### config.mk
export PLATFORM = sky130hd
export DESIGN_NAME = url_percent_decoder
export DESIGN_NICKNAME = d
export VERILOG_FILES = /design/src/rtl/core/upd_pkg.sv /design/src/rtl/core/upd_front.sv /design/src/rtl/core/upd_queue.sv /design/src/rtl/core/upd_back.sv /design/src/rtl/core/url_percent_decoder.sv
export SDC_FILE = /design/constraint.sdc
export NUM_CORES = 1
export LEC_CHECK = 0
export ABC_AREA = 1
export BUFFER_PORTS_ARGS = -buffer_cell sky130_fd_sc_hd__buf_2
export CAP_MARGIN = 15
export CORE_UTILIZATION = 25
export CTS_CLUSTER_DIAMETER = 40
export CTS_CLUSTER_SIZE = 16
export DETAILED_ROUTE_END_ITERATION = 6
export GPL_ROUTABILITY_DRIVEN = 0
export PLACE_DENSITY = 0.51
export SYNTH_ARGS = -nofsm -noshare
export SYNTH_HDL_FRONTEND = slang
export SYNTH_SLANG_ARGS = --single-unit
### constraint.sdc
create_clock -name clk -period 3.4 [get_ports clk]
set_clock_uncertainty 0.1 [all_clocks]
set_input_delay 0.68 -clock clk [delete_from_list [all_inputs] [get_ports clk]]
set_output_delay 0.68 -clock clk [all_outputs]
set_load 0.1 [all_outputs]
### src/rtl/core/upd_pkg.sv
package upd_pkg;

  localparam logic [7:0] CH_PLUS  = 8'h2B;
  localparam logic [7:0] CH_PCT   = 8'h25;
  localparam logic [7:0] CH_SPACE = 8'h20;
  localparam int unsigned MaxRes  = 3;

  typedef struct packed {
    logic [7:0] in_byte;
    logic       stream_end;
  } in_item_t;

  typedef struct packed {
    logic [7:0] out_byte;
    logic       run_last;
    logic       out_end;
  } out_item_t;

  // One classified input: up to three decoded bytes, oldest in slot 0.
  typedef struct packed {
    logic [MaxRes-1:0][7:0] bytes;
    logic [1:0]             cnt;
    logic                   stream_end;
  } grp_t;

  function automatic logic is_hex(input logic [7:0] b);
    is_hex = (b >= 8'h30 && b <= 8'h39) || (b >= 8'h41 && b <= 8'h46) ||
             (b >= 8'h61 && b <= 8'h66);
  endfunction

  function automatic logic [3:0] hex_val(input logic [7:0] b);
    logic [7:0] v;
    if (b >= 8'h30 && b <= 8'h39) begin
      v = b - 8'h30;
    end else if (b >= 8'h41 && b <= 8'h46) begin
      v = b - 8'h37;
    end else begin
      v = b - 8'h57;
    end
    hex_val = v[3:0];
  endfunction

endpackage

### src/rtl/core/upd_front.sv
module upd_front
  import upd_pkg::*;
(
  input  logic     clk,
  input  logic     rst_n,
  input  logic     acc,
  input  in_item_t item,
  output logic     grp_push,
  output grp_t     grp
);

  typedef enum logic [1:0] {PH_IDLE, PH_PCT, PH_DIGIT} phase_t;

  phase_t     phase_r, phase_nxt;
  logic [7:0] held_r, held_nxt;

  logic [7:0] b;
  logic       fin;
  logic       plain_open;
  logic [7:0] plain_byte;
  logic [1:0] plain_cnt;

  assign b   = item.in_byte;
  assign fin = item.stream_end;

  // '%' opens an escape unless it is the final byte, then it goes out literally
  assign plain_open = (b == CH_PCT) && !fin;
  assign plain_byte = (b == CH_PLUS) ? CH_SPACE : b;
  assign plain_cnt  = plain_open ? 2'd0 : 2'd1;

  always_comb begin
    phase_nxt      = plain_open ? PH_PCT : PH_IDLE;
    held_nxt       = held_r;
    grp.bytes      = '0;
    grp.cnt        = plain_cnt;
    grp.stream_end = fin;
    unique case (phase_r)
      PH_IDLE: begin
        grp.bytes[0] = plain_byte;
      end
      PH_PCT: begin
        if (is_hex(b) && !fin) begin
          grp.cnt   = 2'd0;
          phase_nxt = PH_DIGIT;
          held_nxt  = b;
        end else begin
          grp.bytes[0] = CH_PCT;
          grp.bytes[1] = plain_byte;
          grp.cnt      = 2'd1 + plain_cnt;
        end
      end
      PH_DIGIT: begin
        if (is_hex(b)) begin
          grp.bytes[0] = {hex_val(held_r), hex_val(b)};
          grp.cnt      = 2'd1;
          phase_nxt    = PH_IDLE;
        end else begin
          // failed escape: '%', held digit, then the breaking byte
          grp.bytes[0] = CH_PCT;
          grp.bytes[1] = held_r;
          grp.bytes[2] = plain_byte;
          grp.cnt      = 2'd2 + plain_cnt;
        end
      end
      default: begin
        grp.bytes[0] = plain_byte;
      end
    endcase
  end

  assign grp_push = acc && (grp.cnt != 2'd0);

  always_ff @(posedge clk) begin
    if (!rst_n) begin
      phase_r <= PH_IDLE;
      held_r  <= '0;
    end else if (acc) begin
      phase_r <= phase_nxt;
      held_r  <= held_nxt;
    end
  end

endmodule

### src/rtl/core/upd_queue.sv
module upd_queue
  import upd_pkg::*;
#(
  parameter int unsigned DEPTH = 4
) (
  input  logic clk,
  input  logic rst_n,
  input  logic wr_en,
  input  grp_t wr_data,
  input  logic rd_en,
  output grp_t rd_data,
  output logic full,
  output logic empty
);

  localparam int unsigned AW = (DEPTH > 1) ? $clog2(DEPTH) : 1;
  localparam int unsigned CW = $clog2(DEPTH + 1);
  localparam logic [AW-1:0] LastIdx = AW'(DEPTH - 1);
  localparam logic [CW-1:0] DepthC  = CW'(DEPTH);

  grp_t          mem_r [DEPTH];
  logic [AW-1:0] wp_r, rp_r;
  logic [CW-1:0] cnt_r;
  logic          do_wr, do_rd;

  assign full    = (cnt_r == DepthC);
  assign empty   = (cnt_r == '0);
  assign do_wr   = wr_en && !full;
  assign do_rd   = rd_en && !empty;
  assign rd_data = mem_r[rp_r];

  always_ff @(posedge clk) begin
    if (do_wr) begin
      mem_r[wp_r] <= wr_data;
    end
  end

  always_ff @(posedge clk) begin
    if (!rst_n) begin
      wp_r  <= '0;
      rp_r  <= '0;
      cnt_r <= '0;
    end else begin
      if (do_wr) begin
        wp_r <= (wp_r == LastIdx) ? '0 : wp_r + 1'b1;
      end
      if (do_rd) begin
        rp_r <= (rp_r == LastIdx) ? '0 : rp_r + 1'b1;
      end
      if (do_wr && !do_rd) begin
        cnt_r <= cnt_r + 1'b1;
      end else if (do_rd && !do_wr) begin
        cnt_r <= cnt_r - 1'b1;
      end
    end
  end

endmodule

### src/rtl/core/upd_back.sv
module upd_back
  import upd_pkg::*;
(
  input  logic      clk,
  input  logic      rst_n,
  input  grp_t      head,
  input  logic      head_empty,
  output logic      head_pop,
  input  logic      pop,
  output logic      empty,
  output out_item_t out_item
);

  logic       vld_r;
  out_item_t  item_r;
  logic [1:0] idx_r;
  logic       load, last;

  assign empty    = !vld_r;
  assign out_item = item_r;

  // output register refills whenever the queue holds a group and the register is free or being drained this cycle
  assign load     = !head_empty && (!vld_r || pop);
  assign last     = (idx_r + 2'd1 == head.cnt);
  assign head_pop = load && last;

  always_ff @(posedge clk) begin
    if (load) begin
      item_r.out_byte <= head.bytes[idx_r];
      item_r.run_last <= last;
      item_r.out_end  <= last && head.stream_end;
    end
  end

  always_ff @(posedge clk) begin
    if (!rst_n) begin
      vld_r <= 1'b0;
      idx_r <= '0;
    end else begin
      if (load) begin
        vld_r <= 1'b1;
        idx_r <= last ? 2'd0 : idx_r + 2'd1;
      end else if (pop) begin
        vld_r <= 1'b0;
      end
    end
  end

endmodule

### src/rtl/core/url_percent_decoder.sv
// Path: an accepted byte's group is written into the group queue, then loaded into the
//   output register, from which it is popped.
// Throughput: one input transaction per cycle while the queue has room and each causes
//   at most one result (a failed escape gives up to 3); output drains a byte per cycle on pop.
// The group queue (QUEUE_DEPTH entries) is what lets input run ahead of a stalled output.
// Reset: synchronous, active low; clears the escape state, the queue and the output valid.
module url_percent_decoder
  import upd_pkg::*;
#(
  parameter int unsigned QUEUE_DEPTH = 4
) (
  input  logic      clk,
  input  logic      rst_n,
  input  logic      push,
  output logic      full,
  input  in_item_t  in_item,
  output logic      empty,
  input  logic      pop,
  output out_item_t out_item
);

  // Front: escape tracking and classification of every accepted byte into
  // a group of 0..3 decoded bytes. Groups with no bytes (a pending '%' or
  // first digit) never enter the queue.
  logic q_full, q_empty, grp_push, head_pop;
  grp_t grp, head;
  logic in_acc;

  // full tracks queue space only; the output side never blocks intake directly
  assign full   = q_full;
  assign in_acc = push && !q_full;

  upd_front u_front (
    .clk      (clk),
    .rst_n    (rst_n),
    .acc      (in_acc),
    .item     (in_item),
    .grp_push (grp_push),
    .grp      (grp)
  );

  // Queue between front and back: each side stalls on its own.
  upd_queue #(
    .DEPTH (QUEUE_DEPTH)
  ) u_queue (
    .clk     (clk),
    .rst_n   (rst_n),
    .wr_en   (grp_push),
    .wr_data (grp),
    .rd_en   (head_pop),
    .rd_data (head),
    .full    (q_full),
    .empty   (q_empty)
  );

  // Back: walks the head group one byte per cycle, while the output register is free or
  // being popped, into the output register, marking the last byte of each group and the end of stream.
  upd_back u_back (
    .clk        (clk),
    .rst_n      (rst_n),
    .head       (head),
    .head_empty (q_empty),
    .head_pop   (head_pop),
    .pop        (pop),
    .empty      (empty),
    .out_item   (out_item)
  );

endmodule

==> results of run 1 <==
[routing by layer]
metal | wire length, um | vias up
met5 | 0 | -
met4 | 180 | 0
met3 | 727 | 14
met2 | 6740 | 109
met1 | 7130 | 2055
li1 | - | 2130
[cell families after synthesis]
family          count (synthesis)
fa+ha+maj                      17
simple gates                  203
xor+xnor                        6
buf+inv                        77
flops                         140
compound gates                142
[registers in the layout (all words and copies together), names as in the netlist, named ones only]
name,flops
u_back.idx_r,2
u_front.held_r,8
u_queue.cnt_r,3
u_back.vld_r,1
u_back.out_item,10
u_queue.rp_r,2
u_front.phase_r,2
u_queue.mem_r,108
u_queue.wp_r,2
[placed cells by master, fill, tap and decap left out, drive strengths merged]
cell type / count
nor4: 2
o211ai: 1
dfxtp: 22
nor2: 83
nand2: 86
ha: 16
buf: 45
o22ai: 31
clkbuf: 20
nand3: 23
bufinv: 5
or2: 1
inv: 56
clkinvlp: 2
fa: 1
a31oi: 2
o31ai: 1
xor2: 5
clkinv: 5
nand4: 2
xnor2: 1
edfxtp: 118
o21ai: 75
o311ai: 1
nor3: 6
a21oi: 31
[power groups by stage]
stage / registers (W) / logic (W) / clock network, W
2_1_floorplan: 0.00270 / 0.000967 / 0
3_3_place_gp: 0.00226 / 0.00195 / 0
3_5_place_dp: 0.00226 / 0.00197 / 0
4_1_cts: 0.00223 / 0.00197 / 0.00201
5_1_grt: 0.00224 / 0.00216 / 0.00208
6_report: 0.00222 / 0.00193 / 0.00197
[worst max-delay path, delay by kind of cell, from the launching register on]
family,cells,cell delay [ps]
AOI/OAI and AO/OA,6,750
DFF,1,600
adders and majority gates,2,590
buffers and inverters,3,390
and+or+nand+nor,2,280
xor gates and xnor gates,1,130
[path summary, 6_finish.rpt]
path	start	to	slack, ps	depth (start not counted)
setup / recovery	register	u_queue.cnt_r[2]	440	14
hold reg to reg	u_front.held_r[7]	u_front.held_r[7]	370	2
setup reg to reg	register	u_queue.cnt_r[2]	440	14
hold / removal	u_front.held_r[7]	u_front.held_r[7]	370	2
[through the flow]
step	utilization, %	std cells	hold WS (ps)	cell area, um2
2_1_floorplan	-	585	332	6180
3_3_place_gp	28.2	933	354	6830
3_5_place_dp	28.2	933	361	6830
4_1_cts	30.8	965	369	7460
5_1_grt	30.8	965	395	7460
6_report	30.8	965	366	7460
[cell type report]
cell class | count | area, um2 | share of cell area [%]
clock buffers | 20 | 437 | 5.85
clock inverters | 12 | 195 | 2.61
inverters | 56 | 213 | 2.85
multi-input cells | 368 | 1900 | 25.5
flip-flops and latches | 140 | 3980 | 53.4
well taps | 324 | 405 | 5.43
repair buffers | 45 | 328 | 4.39
==> run metrics, run 1 <==
outcome completed; vias in the first global route 4,288; Num CTS Buffers 17; fmax 338 MHz; largest family of logic cells by synthesized area simple AND/OR/NAND/NOR gates; top cells by area, synth edfxtp_1 57%, dfxtp_1 7.1%, o21ai_0 6.1%; Avg Cell Area, Syn 10.6 um2; most frequent cell on the critical path o21ai_0; Vias/cell 4.46; hold-fix buffer count after cts 0; Cell Chain, Critical Path inv_2 > o21ai_0 > o22ai_1 > xnor2_1 > nand2_1 > inv_2 > nand2_2 > ha_1 > inv_1 > fa_1 > a21oi_1 > o21ai_0 > o21ai_0 > a21oi_1; count leader, synth edfxtp_1; Routed Wire Length 14.8 mm; Die H 159 um; register clock-pin slew on the reported worst setup and hold paths 60 ps; dpl ws 14.1 ps; routed via count 4,308; Final nets 658; Int Power 0.00390 W; H-tree levels 4; gate count after technology mapping 585; met1 usage in global routing 17.0%; Initial DRC Count 284; Max clock buf depth 2; GRT Total Usage 12.4%; DP HPWL 9.50 mm; sequential share of the synthesized area 64.5%; Area Growth Syn to Fin 20.8%; Initial Utilization 25.5%; CP startpoint kind register; Power Total 0.00613 W; Slew HR 41.3%; Async SR Flop Fraction 0%; TritonCTS clock tree built; max_cap viols 0; Ys Warns 0; Final Hold Violating Endpoints 0; Synth Area in Compound Gates 12.3%; # setup viols final 0; peak supply drop 0.389 mV; Filler cells 2,543; CP Max Fanout 13; DRC 0; multiplexer area fraction after synthesis 0%; # diodes 0; first-pass GRT wire length 23.9 mm; Synth Area in Adders 3.56%; number of synthesized flops with an enable pin 118; layout cells sized above 1 15.0%; worst min path class register to register; PD cells 821 nW/um2; final worst slack 438 ps; power share of the clock group 32.2%; initial antenna violation count 0; sw frac 36.4%; TritonCTS sink count 140; Remaining Overflow, GRT 0; area of the core 24,200 um2; Psw 0.00223 W; Tightest Pin Transition 878 ps; max-slew violations 0; Crit Path Class register to register; Die ar. 25,400 um2; Root Buffer clkbuf_16; setup tns final 0 ps; Flop pwr share 36.2%; most common flop cell mapped by yosys edfxtp_1; Synth Area in Simple Gates 13.8%; grt met2 use 19.0%; RSZ-0062 raised after global routing false; top cell type's share of synthesized area 57.3%; combinational share of power 31.5%; flops & latches, synth 140; row cnt 57; Mapped Nets 615; wire length per cell 15.3 um; Top Usage Layer GRT met2; Critical Path Slowest Stage Cell dfxtp_1; Skew-Pair Late Insertion Delay 420 ps; largest net degree at the start of global routing 45; met3 GRT Util 3.00%; WP data arrival 3170 ps; CTS resizes 0; setup repair bufs after CTS 0; Pre-antenna DRT Iters 4; I/O pins 25; largest stage delay on the critical path 600 ps; remaining antenna violation count after routing 0; XOR/XNOR share of the synthesized area 0.850%; synth unique cells 31; Tmin final 2960 ps; number of I/O port buffers 24; Pleak 2.82 nW; cell taking the most area after synthesis edfxtp_1; Worst EP required 3600 ps; post-synthesis cell area 6180 um2; die width 159 um; fin crit share 87.1%; CP endpoint kind register; top cells by count, synth 118 x edfxtp_1, 80 x nand2_1, 80 x nor2_1
Note: power is estimated with default switching activity, not from simulation.
==> run 2: changes to the inputs <==
--- a/config.mk
+++ b/config.mk
@@ -5,7 +5,7 @@
 export SDC_FILE = /design/constraint.sdc
 export NUM_CORES = 1
 export LEC_CHECK = 0
-export ABC_AREA = 1
+export ABC_AREA = 0
 export BUFFER_PORTS_ARGS = -buffer_cell sky130_fd_sc_hd__buf_2
 export CAP_MARGIN = 15
 export CORE_UTILIZATION = 25
==> run metrics, run 2 <==
outcome completed; final instance area 7370 um2; Tightest Pin Transition 949 ps; Ys Warns 0; Tmin final 3040 ps; Initial DRC Count 172; Pre-antenna DRT Iters 4; register clock-pin slew on the reported worst setup and hold paths 60 ps; Async SR Flop Fraction 0%; gate count after technology mapping 398; Routed Wire Length 13.0 mm; Initial Utilization 25.4%; RSZ-0062 raised after global routing false; largest net degree at the start of global routing 28; worst min path class register to register; routed via count 3,438; H-tree levels 4; most frequent cells in the layout 118 x edfxtp_1, 27 x mux4_2, 24 x buf_2; Pleak 2.49 nW; PD cells 741 nW/um2; top cell type's share of synthesized area 57.3%; flops & latches, synth 140; initial antenna violation count 0; Num CTS Buffers 17; Mapped Nets 428; XOR/XNOR share of the synthesized area 0.849%; area of placed instances 6810 um2; multiplexer area fraction after synthesis 13.2%; Reg with most FFs u_queue.mem_r; Worst EP required 3650 ps; CP Max Fanout 6; final worst slack 365 ps; Final nets 475; wire length per cell 16.6 um; CP endpoint kind register; # setup viols final 0; Die H 159 um; Die ar. 25,400 um2; Skew-Pair Late Insertion Delay 420 ps; Synth Area in Simple Gates 7.72%; I/O pins 25; Root Buffer clkbuf_16; Synth Area in Adders 3.56%; max reg flops 108; setup repair bufs after CTS 0; Final Hold Violating Endpoints 0; count leader, synth edfxtp_1; first-pass GRT wire length 20.6 mm; die width 159 um; max_cap viols 0; Synth Area in Compound Gates 6.94%; hold-fix buffer count after cts 0; Avg Cell Area, Syn 15.5 um2; sequential share of the synthesized area 64.4%; DRC 0; max-slew violations 0; layout cells sized above 1 23.8%; TritonCTS sink count 140; number of synthesized flops with an enable pin 118; Remaining Overflow, GRT 0; CTS resizes 0; most common cell after layout, fill and taps aside edfxtp_1; row cnt 57; CP startpoint kind register; DP HPWL 8.59 mm; remaining antenna violation count after routing 0; Power Total 0.00547 W; dpl ws 35.0 ps; Max clock buf depth 2; area of the core 24,300 um2; TritonCTS clock tree built; # diodes 0; WP data arrival 3280 ps; Slew HR 35.9%; Vias/cell 4.40; most common flop cell mapped by yosys edfxtp_1; GRT Total Usage 10.9%; top cells by area, synth edfxtp_1 57%, mux4_2 9.8%, dfxtp_1 7.1%; vias in the first global route 3,561; Area Growth Syn to Fin 19.2%; number of I/O port buffers 24; fmax 329 MHz; largest family of logic cells by synthesized area multiplexers; Crit Path Class register to register; synth unique cells 60; peak supply drop 0.349 mV; cell taking the most area after synthesis edfxtp_1; post-synthesis cell area 6190 um2; fin crit share 89.3%; top cells by count, synth 118 x edfxtp_1, 27 x mux4_2, 23 x inv_1; setup tns final 0 ps
[run 2: area by class of cell]
cell class	instances	area, um2
tap	324	405
multi-input combinational	215	2000
fill	2389	16900
inverter	24	90.1
sequential	140	3990
clock inverter	11	125
clock buffer	21	440
timing repair buffer	47	330
[run 2: layer usage]
layer  GRT usage [%]  part of all wire (%)  wire length (um)  up-vias
li1                -                     -                 -     1632
met2            16.2                    45              5890       68
met4            4.81                   1.5               193        0
met3            2.68                   4.2               542       16
met5               0                     0                 0        -
met1            15.1                    49              6350     1722
[run 2: cell families after synthesis]
kind of cell    Yosys count
flops                   140
mux                      48
compound gates           59
buf+inv                  43
simple gates             85
fa+ha+maj                17
xor+xnor                  6
[run 2: power breakdown]
part	internal, W	switching (W)
Clock	0.00113	0.000638
Combinational	0.000453	0.00104
Sequential	0.00213	0.0000776
[run 2: path summary, 6_finish.rpt]
kind	depth (start not counted)	slack [ps]	to	from
max reg2reg	10	360	u_queue.cnt_r[2]	register
min reg2reg	2	370	u_front.held_r[7]	u_front.held_r[7]
min	2	370	u_front.held_r[7]	u_front.held_r[7]
max	10	360	u_queue.cnt_r[2]	register
[run 2: stage by stage]
step	hold WS [ps]	utilization [%]	instances
floorplan	335	-	398
global placement	357	28.0	750
detailed placement	359	28.0	750
CTS	367	30.3	782
global route	383	30.3	782
finish	371	30.3	782
[run 2: worst max-delay path, cell delays in order (launching register included)]
cell	delay, ps
dfxtp_2	430
mux4_2	580
xnor2_1	200
mux2i_1	130
nand2_1	200
ha_1	210
inv_1	70
fa_1	430
xor2_1	160
or3_1	300
a21boi_0	150
==> run 3: changes to the inputs <==
--- a/config.mk
+++ b/config.mk
@@ -13,7 +13,9 @@
 export CTS_CLUSTER_SIZE = 16
 export DETAILED_ROUTE_END_ITERATION = 6
 export GPL_ROUTABILITY_DRIVEN = 0
+export MAX_ROUTING_LAYER = met4
 export PLACE_DENSITY = 0.51
+export RECOVER_POWER = 100
 export SYNTH_ARGS = -nofsm -noshare
 export SYNTH_HDL_FRONTEND = slang
 export SYNTH_SLANG_ARGS = --single-unit
==> run metrics, run 3 (synthesis gave the netlist of run 2 again) <==
row cnt 57; setup repair bufs after CTS 0; largest net degree at the start of global routing 28; fmax 329 MHz; Routed Wire Length 13.1 mm; CP Max Fanout 6; max reg flops 108; Tightest Pin Transition 1280 ps; Pre-antenna DRT Iters 5; Tmin final 3040 ps; Area Growth Syn to Fin 17.3%; DRC 0; WP data arrival 3110 ps; # setup viols final 0; r2r setup slk 360 ps; post-route insts no fill 782; Placed Cells incl. Taps 750; TritonCTS sink count 140; number of I/O port buffers 24; setup tns final 0 ps; Cell Chain, Critical Path inv_1 > ha_1 > o21bai_1 > a2111oi_0 > mux2i_1 > a41o_1 > a2bb2oi_1; Slew HR 12.3%; Critical Path Slowest Stage Cell a2111oi_0; Remaining Overflow, GRT 0; GRT Total Usage 11.3%; Worst EP required 3470 ps; outcome completed; area of the core 24,300 um2; Final Hold Violating Endpoints 0; Filler cells 2,416; vias in the first global route 3,548; Crit Path Class register to register; Die H 159 um; Max clock buf depth 2; CP startpoint kind register; TritonCTS clock tree built; RSZ-0062 raised after global routing false; initial antenna violation count 0; Initial Utilization 25.4%; DP HPWL 8.59 mm; I/O pins 25; peak supply drop 0.348 mV; CTS resizes 0; max_cap viols 0; fin crit share 89.4%; Pleak 2.40 nW; largest stage delay on the critical path 1090 ps; CP endpoint kind register; max-slew violations 0; most frequent cells in the layout 118 x edfxtp_1, 27 x mux4_2, 26 x clkbuf_1; most common cell after layout, fill and taps aside edfxtp_1; PD cells 747 nW/um2; Vias/cell 4.43; Buffers & Inverters on Critical Path 1; remaining antenna violation count after routing 0; register clock-pin slew on the reported worst setup and hold paths 50 ps; hold-fix buffer count after cts 0; Worst Hold Slack 354 ps; Num CTS Buffers 17; first-pass GRT wire length 20.6 mm; family with the most delay on the worst path compound AO/OA/AOI/OAI gates; H-tree levels 4; die width 159 um; Initial DRC Count 178; Final nets 475; routed via count 3,467; Root Buffer clkbuf_16; Die ar. 25,400 um2; worst min path class register to register; Reg with most FFs u_queue.mem_r; Skew-Pair Late Insertion Delay 420 ps; layout cells sized above 1 18.3%; # diodes 0; wire length per cell 16.7 um
run 3: final cells by class:
class	count	area [um2]	area share [%]
flip-flops and latches	140	3990	54.9
clock inverters	11	125	1.72
multi-input cells	215	1980	27.2
repair buffers	47	235	3.24
clock buffers	21	440	6.07
well taps	324	405	5.59
inverters	24	90.1	1.24
run 3: final timing paths:
| check | startpoint | end | cells after the start |
|---|---|---|---|
| hold / removal | u_front.held_r[7] | u_front.held_r[7] | 2 |
| setup / recovery | u_front.held_r[0] | u_queue.mem_r[1][8] | 7 |
| hold reg to reg | u_front.held_r[7] | u_front.held_r[7] | 2 |
| setup reg to reg | u_front.held_r[0] | u_queue.mem_r[1][8] | 7 |
run 3: power by group:
part / leakage (nW) / switching [W] / internal, W / total (W)
clock: 0.270 / 0.000636 / 0.00113 / 0.00177
sequential: 1.27 / 0.0000799 / 0.00213 / 0.00221
combinational: 0.855 / 0.00104 / 0.000402 / 0.00144
run 3: routing by layer:
metal | up-vias | GRT usage (%) | routed length [um]
met5 | - | - | 0
li1 | 1628 | - | -
met2 | 73 | 16.2 | 6000
met1 | 1757 | 15.2 | 6360
met4 | 0 | 4.81 | 118
met3 | 9 | 2.63 | 589
run 3: through the flow:
step / instance area [um2] / setup WS, ps / power [W] / util [%]
2_1_floorplan: 6190 / 132 / 0.00339 / -
3_5_place_dp: 6810 / 35.0 / 0.00376 / 28.0
5_1_grt: 7260 / 154 / 0.00567 / 29.8
3_3_place_gp: 6810 / 108 / 0.00373 / 28.0
6_report: 7260 / 359 / 0.00542 / 29.8
4_1_cts: 7370 / 313 / 0.00555 / 30.3
run 3: worst min-delay path: stages, from the launching register on:
cell and delay, ps:
dfxtp_1 320, nand2_1 60, nor2_1 30
